==> src/rtl/core/lpg_pkg.sv <==
// ----------------------------------------------------------------------------
// lpg_pkg
// Shared constants and types of the line point generator: coordinate widths,
// controller states and the command and status words between the controller
// and the datapath.
// ----------------------------------------------------------------------------
`default_nettype none

package lpg_pkg;

   localparam int COORD_W          = 6;
   localparam int COORD_BITS_DEF   = 6;

   typedef enum logic [0:0] {
      ST_IDLE = 1'b0,
      ST_WALK = 1'b1
   } state_type;

   typedef struct packed {
      logic load;
      logic step;
   } cmd_type;

   typedef struct packed {
      logic last;
   } status_type;

endpackage

`default_nettype wire

==> src/rtl/core/lpg_if.sv <==
// ----------------------------------------------------------------------------
// lpg_req_if / lpg_rsp_if
// Valid/ready channels of the line point generator: one line per request
// word, one pixel per response word.
// ----------------------------------------------------------------------------
`default_nettype none

interface lpg_req_if;
   logic                         valid;
   logic                         ready;
   logic [lpg_pkg::COORD_W-1:0]  start_x;
   logic [lpg_pkg::COORD_W-1:0]  start_y;
   logic [lpg_pkg::COORD_W-1:0]  end_x;
   logic [lpg_pkg::COORD_W-1:0]  end_y;

   modport source (output valid, output start_x, output start_y, output end_x,
                   output end_y, input ready);
   modport sink   (input valid, input start_x, input start_y, input end_x,
                   input end_y, output ready);
endinterface

interface lpg_rsp_if;
   logic                         valid;
   logic                         ready;
   logic [lpg_pkg::COORD_W-1:0]  point_x;
   logic [lpg_pkg::COORD_W-1:0]  point_y;
   logic                         last_point;

   modport source (output valid, output point_x, output point_y,
                   output last_point, input ready);
   modport sink   (input valid, input point_x, input point_y,
                   input last_point, output ready);
endinterface

`default_nettype wire

==> src/rtl/core/line_point_generator_top.sv <==
// Line point generator. Each request word is one line (start and end grid
// point); the block answers with every pixel from start to end in Bresenham
// order, one response word per pixel, with last_point set on the end point.
// A line of N pixels (N = max(|dx|,|dy|)+1, at most 2^COORD_BITS) is taken
// and folded into the first octant, then walked from the single error and
// position register set at one pixel per cycle while the response side does
// not stall. A new line is taken only after the end point has left.
// Coordinate bits above COORD_BITS are ignored.
// ----------------------------------------------------------------------------
// line_point_generator_top
// Top level: controller plus datapath on valid/ready request and response
// channels.
// ----------------------------------------------------------------------------
`default_nettype none

module line_point_generator_top #(
   parameter int COORD_BITS = lpg_pkg::COORD_BITS_DEF
) (
   input  wire logic  clock,
   input  wire logic  reset,
   lpg_req_if.sink    req_chan,
   lpg_rsp_if.source  rsp_chan
);
   import lpg_pkg::*;

   cmd_type    cmd;
   status_type status;

   lpg_ctrl u_ctrl (
      .clock     (clock),
      .reset     (reset),
      .req_valid (req_chan.valid),
      .req_ready (req_chan.ready),
      .rsp_valid (rsp_chan.valid),
      .rsp_ready (rsp_chan.ready),
      .status    (status),
      .cmd       (cmd)
   );

   lpg_datapath #(
      .COORD_BITS (COORD_BITS)
   ) u_datapath (
      .clock   (clock),
      .cmd     (cmd),
      .start_x (req_chan.start_x),
      .start_y (req_chan.start_y),
      .end_x   (req_chan.end_x),
      .end_y   (req_chan.end_y),
      .status  (status),
      .point_x (rsp_chan.point_x),
      .point_y (rsp_chan.point_y)
   );

   assign rsp_chan.last_point = status.last;

endmodule

`default_nettype wire

==> src/rtl/core/lpg_ctrl.sv <==
// ----------------------------------------------------------------------------
// lpg_ctrl
// Controller: takes a line, then walks it one pixel per accepted response
// word until the end point has been taken.
// ----------------------------------------------------------------------------
`default_nettype none

module lpg_ctrl (
   input  wire logic                 clock,
   input  wire logic                 reset,
   input  wire logic                 req_valid,
   output      logic                 req_ready,
   output      logic                 rsp_valid,
   input  wire logic                 rsp_ready,
   input  wire lpg_pkg::status_type  status,
   output      lpg_pkg::cmd_type     cmd
);
   import lpg_pkg::*;

   state_type state_ff;
   state_type state_in;

   always_ff @(posedge clock) begin
      if (reset) begin
         state_ff <= ST_IDLE;
      end else begin
         state_ff <= state_in;
      end
   end

   always_comb begin
      state_in = state_ff;
      unique case (state_ff)
         ST_IDLE: begin
            if (req_valid) state_in = ST_WALK;
         end
         ST_WALK: begin
            if (rsp_ready && status.last) state_in = ST_IDLE;
         end
         default: state_in = ST_IDLE;
      endcase
   end

   always_comb begin
      req_ready = 1'b0;
      rsp_valid = 1'b0;
      cmd       = '0;
      unique case (state_ff)
         ST_IDLE: begin
            req_ready = 1'b1;
            cmd.load  = req_valid;
         end
         ST_WALK: begin
            rsp_valid = 1'b1;
            cmd.step  = rsp_ready && !status.last;
         end
         default: begin
            req_ready = 1'b0;
         end
      endcase
   end

endmodule

`default_nettype wire

==> src/rtl/core/lpg_datapath.sv <==
// ----------------------------------------------------------------------------
// lpg_datapath
// Octant fold, Bresenham error register and position counters. Load sets up
// a line; step advances to the next pixel.
// ----------------------------------------------------------------------------
`default_nettype none

module lpg_datapath #(
   parameter int COORD_BITS = lpg_pkg::COORD_BITS_DEF
) (
   input  wire logic                          clock,
   input  wire lpg_pkg::cmd_type              cmd,
   input  wire logic [lpg_pkg::COORD_W-1:0]   start_x,
   input  wire logic [lpg_pkg::COORD_W-1:0]   start_y,
   input  wire logic [lpg_pkg::COORD_W-1:0]   end_x,
   input  wire logic [lpg_pkg::COORD_W-1:0]   end_y,
   output      lpg_pkg::status_type           status,
   output      logic [lpg_pkg::COORD_W-1:0]   point_x,
   output      logic [lpg_pkg::COORD_W-1:0]   point_y
);
   import lpg_pkg::*;

   localparam int CB    = COORD_BITS;
   localparam int ERR_W = COORD_BITS + 2;

   logic [CB-1:0]          sx, sy, ex, ey;
   logic signed [CB:0]     dx, dy;
   logic [CB:0]            ndx, ndy;
   logic [CB-1:0]          adx, ady;
   logic                   ymaj;
   logic [CB-1:0]          amaj, amin;
   logic signed [ERR_W-1:0] err_init;

   logic                   ymaj_ff;
   logic                   maj_neg_ff, min_neg_ff;
   logic [CB-1:0]          amaj_ff, amin_ff;
   logic signed [ERR_W-1:0] err_ff, err_in;
   logic [CB-1:0]          major_ff, major_in;
   logic [CB-1:0]          minor_ff, minor_in;
   logic [CB-1:0]          steps_ff, steps_in;
   logic signed [ERR_W-1:0] inc_diag, inc_straight;
   logic [CB-1:0]          px, py;

   assign sx = start_x[CB-1:0];
   assign sy = start_y[CB-1:0];
   assign ex = end_x[CB-1:0];
   assign ey = end_y[CB-1:0];

   assign dx  = $signed({1'b0, ex}) - $signed({1'b0, sx});
   assign dy  = $signed({1'b0, ey}) - $signed({1'b0, sy});
   assign ndx = -dx;
   assign ndy = -dy;
   assign adx = dx[CB] ? ndx[CB-1:0] : dx[CB-1:0];
   assign ady = dy[CB] ? ndy[CB-1:0] : dy[CB-1:0];

   assign ymaj     = ady > adx;
   assign amaj     = ymaj ? ady : adx;
   assign amin     = ymaj ? adx : ady;
   assign err_init = $signed({1'b0, amin, 1'b0}) - $signed({2'b00, amaj});

   assign inc_diag     = $signed({1'b0, amin_ff, 1'b0}) - $signed({1'b0, amaj_ff, 1'b0});
   assign inc_straight = $signed({1'b0, amin_ff, 1'b0});

   always_comb begin
      err_in   = err_ff;
      major_in = major_ff;
      minor_in = minor_ff;
      steps_in = steps_ff;
      if (cmd.load) begin
         err_in   = err_init;
         major_in = ymaj ? sy : sx;
         minor_in = ymaj ? sx : sy;
         steps_in = amaj;
      end else if (cmd.step) begin
         // diagonal only on a strictly positive error
         if (!err_ff[ERR_W-1] && (err_ff != '0)) begin
            err_in   = err_ff + inc_diag;
            minor_in = min_neg_ff ? minor_ff - CB'(1) : minor_ff + CB'(1);
         end else begin
            err_in   = err_ff + inc_straight;
         end
         major_in = maj_neg_ff ? major_ff - CB'(1) : major_ff + CB'(1);
         steps_in = steps_ff - CB'(1);
      end
   end

   always_ff @(posedge clock) begin
      err_ff   <= err_in;
      major_ff <= major_in;
      minor_ff <= minor_in;
      steps_ff <= steps_in;
      if (cmd.load) begin
         ymaj_ff    <= ymaj;
         maj_neg_ff <= ymaj ? dy[CB] : dx[CB];
         min_neg_ff <= ymaj ? dx[CB] : dy[CB];
         amaj_ff    <= amaj;
         amin_ff    <= amin;
      end
   end

   assign px = ymaj_ff ? minor_ff : major_ff;
   assign py = ymaj_ff ? major_ff : minor_ff;

   assign point_x     = COORD_W'(px);
   assign point_y     = COORD_W'(py);
   assign status.last = (steps_ff == '0);

endmodule

`default_nettype wire

==> src/flat_wrapper.sv <==
// flat-port wrapper written by rule: the top's interface ports become plain ports
module line_point_generator_top_flat import lpg_pkg::*;
#(
   parameter int COORD_BITS = lpg_pkg::COORD_BITS_DEF
)
  (clock, reset, req_chan_valid, req_chan_start_x, req_chan_start_y, req_chan_end_x, req_chan_end_y, req_chan_ready, rsp_chan_valid, rsp_chan_point_x, rsp_chan_point_y, rsp_chan_last_point, rsp_chan_ready);
  lpg_req_if req_chan_i ();
  lpg_rsp_if rsp_chan_i ();
  input  wire logic clock;
  input  wire logic reset;
  input wire logic [$bits(req_chan_i.valid)-1:0] req_chan_valid;
  input wire logic [$bits(req_chan_i.start_x)-1:0] req_chan_start_x;
  input wire logic [$bits(req_chan_i.start_y)-1:0] req_chan_start_y;
  input wire logic [$bits(req_chan_i.end_x)-1:0] req_chan_end_x;
  input wire logic [$bits(req_chan_i.end_y)-1:0] req_chan_end_y;
  output wire logic [$bits(req_chan_i.ready)-1:0] req_chan_ready;
  output wire logic [$bits(rsp_chan_i.valid)-1:0] rsp_chan_valid;
  output wire logic [$bits(rsp_chan_i.point_x)-1:0] rsp_chan_point_x;
  output wire logic [$bits(rsp_chan_i.point_y)-1:0] rsp_chan_point_y;
  output wire logic [$bits(rsp_chan_i.last_point)-1:0] rsp_chan_last_point;
  input wire logic [$bits(rsp_chan_i.ready)-1:0] rsp_chan_ready;
  assign req_chan_i.valid = req_chan_valid;
  assign req_chan_i.start_x = req_chan_start_x;
  assign req_chan_i.start_y = req_chan_start_y;
  assign req_chan_i.end_x = req_chan_end_x;
  assign req_chan_i.end_y = req_chan_end_y;
  assign req_chan_ready = req_chan_i.ready;
  assign rsp_chan_valid = rsp_chan_i.valid;
  assign rsp_chan_point_x = rsp_chan_i.point_x;
  assign rsp_chan_point_y = rsp_chan_i.point_y;
  assign rsp_chan_last_point = rsp_chan_i.last_point;
  assign rsp_chan_i.ready = rsp_chan_ready;
  line_point_generator_top #(.COORD_BITS(COORD_BITS)) u_core (.clock(clock), .reset(reset), .req_chan(req_chan_i), .rsp_chan(rsp_chan_i));
endmodule
==> config.mk <==
export PLATFORM = sky130hd
export DESIGN_NAME = line_point_generator_top_flat
export DESIGN_NICKNAME = d
export VERILOG_FILES = /design/src/rtl/core/lpg_pkg.sv /design/src/rtl/core/lpg_if.sv /design/src/rtl/core/line_point_generator_top.sv /design/src/rtl/core/lpg_ctrl.sv /design/src/rtl/core/lpg_datapath.sv /design/src/flat_wrapper.sv
export SDC_FILE = /design/constraint.sdc
export NUM_CORES = 1
export LEC_CHECK = 0
export CORE_MARGIN = 4
export CORE_UTILIZATION = 63
export DETAILED_ROUTE_END_ITERATION = 12
export DONT_BUFFER_PORTS = 1
export PLACE_DENSITY = 0.79
export SETUP_SLACK_MARGIN = 0.4
export SLEW_MARGIN = 15
export SYNTH_ARGS = -nofsm -noshare
export SYNTH_HDL_FRONTEND = slang
export SYNTH_SLANG_ARGS = --single-unit
==> constraint.sdc <==
create_clock -name clock -period 9.11 [get_ports clock]
set_input_delay 0.4555 -clock clock [delete_from_list [all_inputs] [get_ports clock]]
set_output_delay 0.4555 -clock clock [all_outputs]
set_load 0.02 [all_outputs]
==> results.yml <==
sta:
  setup_tns_ns: 0
  worst_slew_pin_slew_ns: 0.924
  max_slew_margin_pct: 38.4
  finClkSkew_ns: 0.0114
  max_freq_ghz: 0.176
  hold_viol_final: 0
  fin_crit_ns: 5.67
  maxSlewViolCount: 0
  rsz0062_at_grt: "no"
  min_period_over_period_pct: 62.2
  setup-violations-final: 0
  hold_ws_ns: 0.224
place:
  io_buffers: 0
  dpl_cell_area_um2: 4310
  dp_hpwl_mm: 7.19
  gp_congestion: 0.865
grt:
  grt.total_usage_pct: 22.1
  grt_pass1_vias: 3160
  antenna_found_initial: 0
  grt_max_degree: 50
  grt.overflow.total: 0
  grt_pass1_wl_mm: 15.0
clock_tree:
  postCtsSetupBuffers: 0
  clkSinkCount: 42
  cts_hold_buf: 0
  cts-root-buf: "clkbuf_8"
  cts.path.max_buffers: 2
  htree_levels: 2
  cts.repair.resized: 0
  clkTransAtPathRegs_ns: 0.08
  cts_made_buffers: 5
  cts_tree: "built"
  clk_latency_ns: 0.29
power_and_ir_drop:
  power_switching_uw: 827
  power.share.combinational_pct: 70.4
  vdd_drop_max_v: 0.000175
  seqPwrFrac_pct: 22.8
  power.density_nw_per_um2: 393
  p_leak_uw: 0.00202
  clkPwrFrac_pct: 6.8
  p_int_uw: 901
  design_power_total_uw: 1730
  sw_frac_of_total_pct: 47.9
die:
  fp-row-count: 29
  die_y_um: 90.1
  dieArea_um2: 8120
  dieWidth_um: 90.1
  pin_count: 43
  core_um2: 6460
  start_util_pct: 65.7
setup_path:
  critPathArrivalTime_ns: 5.78
  cp.required_ns: 9.22
  cp_max_fo: 26
  endpoint_kind: "flip-flop"
  start_kind: "input pin"
  critPathKind: "input pin to flip-flop"
route:
  route.detailed.vias_per_inst: 5.89
  firstDrtPassIters: 4
  drt_iter0_drc: 184
  routedWlPerCell_um: 16.0
  num_vias: 3294
  routed_wl_mm: 8.96
  ant_nets: 0
  drc: 0
cells_and_area:
  fin_nets: 565
  fillers: 513
  fin_area_um2: 4390
  multi_input_area_um2: 2690
  syn_to_final_growth_pct: 3.48
  ff_latch_area_um2: 1250
  drive_above_1_share_pct: 5.39
  antennaDiodeCount: 0
yosys:
  synth.net_count: 569
  async_reset_ff_share_pct: 0
  post-synth-top-count-cell: "inv_1"
  synth_cells: 485
  synth_ff_type: "edfxtp_1"
  synth_area_um2: 4250
  synth_top_area_share_pct: 29.0
  synth_edf_count: 41
  synth_cell_types: 60
  synth_area_per_cell_um2: 8.75
  synth_top_cells_by_count: "inv_1, nand2_1, ha_1"
  synth_area_leaders: "edfxtp_1, ha_1, fa_1, inv_1, nand2_1"
  synth-seq-cells: 42
  yosys_warnings: 0
  synth_area_leader_cell: "edfxtp_1"
  ys_seq_area_share_pct: 29.5
status:
  status: "complete, no violations"
job:
  maxCapViolCount: 0
hold_path:
  hold_path.class: "input pin to flip-flop"
==> registers in the layout, summed over array words and instances, names as in the netlist <==
signal / count
u_core.u_ctrl.state_ff: 1
u_core.u_datapath.amaj_ff: 6
u_core.u_datapath.amin_ff: 6
u_core.u_datapath.err_ff: 8
u_core.u_datapath.maj_neg_ff: 1
u_core.u_datapath.major_ff: 6
u_core.u_datapath.min_neg_ff: 1
u_core.u_datapath.minor_ff: 6
u_core.u_datapath.steps_ff: 6
u_core.u_datapath.ymaj_ff: 1
==> critical path, stage by stage <==
cell      delay (ns)
inv_1           0.04
ha_1            0.15
inv_1           0.05
fa_1            0.39
a211oi_1        0.28
o21ai_0         0.14
a21oi_1         0.43
nor2b_1         0.22
xnor2_1         0.28
ha_1            0.34
nand3_1         0.10
o22ai_1         0.08
a21oi_1         0.21
and4_1          0.23
a211o_1         0.23
nand2_4         0.22
inv_2           0.34
mux2i_1         0.36
ha_1            0.34
nor2b_1         0.17
o311a_1         0.31
o2111a_1        0.23
a211oi_1        0.17
==> cells in the final DEF (no fill, tap or decap), types with 2 or more instances in the layout <==
cell type,netlist,layout
a211oi_1,8,8
a21o_1,15,15
a21oi_1,32,32
a22oi_1,2,2
a31oi_1,12,12
and3_1,7,7
buf_4,0,2
clkbuf_8,0,5
edfxtp_1,41,41
fa_1,13,13
ha_1,43,43
inv_1,68,68
mux2_2,9,9
mux2i_1,6,6
nand2_1,54,54
nand3_1,4,4
nand3b_1,2,2
nor2_1,35,35
nor2b_1,10,10
nor3_1,6,6
nor3b_1,2,2
nor4_1,3,3
o211ai_1,2,2
o21ai_0,21,20
o21ai_1,2,3
o21bai_1,4,4
o22ai_1,2,2
o31ai_1,3,3
or3_1,2,2
xnor2_1,23,23
xor2_1,13,13
==> stage by stage <==
step           std cells  utilization [%]  setup slack (ns)
5_1_grt              559             68.0              3.02
3_5_place_dp         551             66.7              3.27
3_3_place_gp         551             66.7              3.50
6_report             559             68.0              3.44
2_1_floorplan        485                -              3.78
4_1_cts              559             68.0              3.55
==> final timing paths <==
path | start | endpoint | slack [ns] | cells after the start
worst max register to register | u_core.u_datapath.err_ff[2] | u_core.u_datapath.err_ff[6] | 6.19 | 13
worst max-delay path | req_chan_end_y[0] | u_core.u_datapath.err_ff[6] | 3.44 | 23
worst min register to register | u_core.u_ctrl.state_ff | u_core.u_ctrl.state_ff | 0.64 | 2
worst min-delay path | reset | u_core.u_ctrl.state_ff | 0.22 | 1
==> layer usage <==
| layer | track usage [%] | vias up | part of all wire (%) |
|---|---|---|---|
| met5 | 0 | - | 0 |
| met4 | 4.46 | 0 | 1.4 |
| met3 | 3.42 | 12 | 4.3 |
| met2 | 36.2 | 84 | 48 |
| met1 | 31.2 | 1521 | 46 |
| li1 | - | 1677 | - |
==> cell type report <==
type	instances	share of cell area, %
multi-input cells	361	61.1
flip-flops and latches	42	28.5
inverters	69	5.90
well taps	77	2.19
clock buffers	6	1.65
repair buffers	2	0.342
clock inverters	2	0.313
==> power groups by stage <==
stage	logic (µW)	clock network (µW)	registers, µW
floorplan	996	0	372
finish	1220	117	395
detailed placement	1210	0	397
global route	1360	126	406
global placement	1160	0	395
CTS	1210	119	394
==> logic make-up (layout without fill, tap and decap cells) <==
| kind of cell | Yosys count | in the layout | share of synthesized area (%) |
|---|---|---|---|
| xor gates and xnor gates | 37 | 37 | 7.81 |
| buffers and inverters | 82 | 79 | 7.28 |
| adders and majority gates | 56 | 56 | 18.8 |
| and+or+nand+nor | 135 | 135 | 15.0 |
| DFF | 42 | 42 | 29.5 |
| muxes | 16 | 16 | 4.13 |
| AOI/OAI and AO/OA | 117 | 117 | 17.5 |
Power figures use the tool's default switching activity.
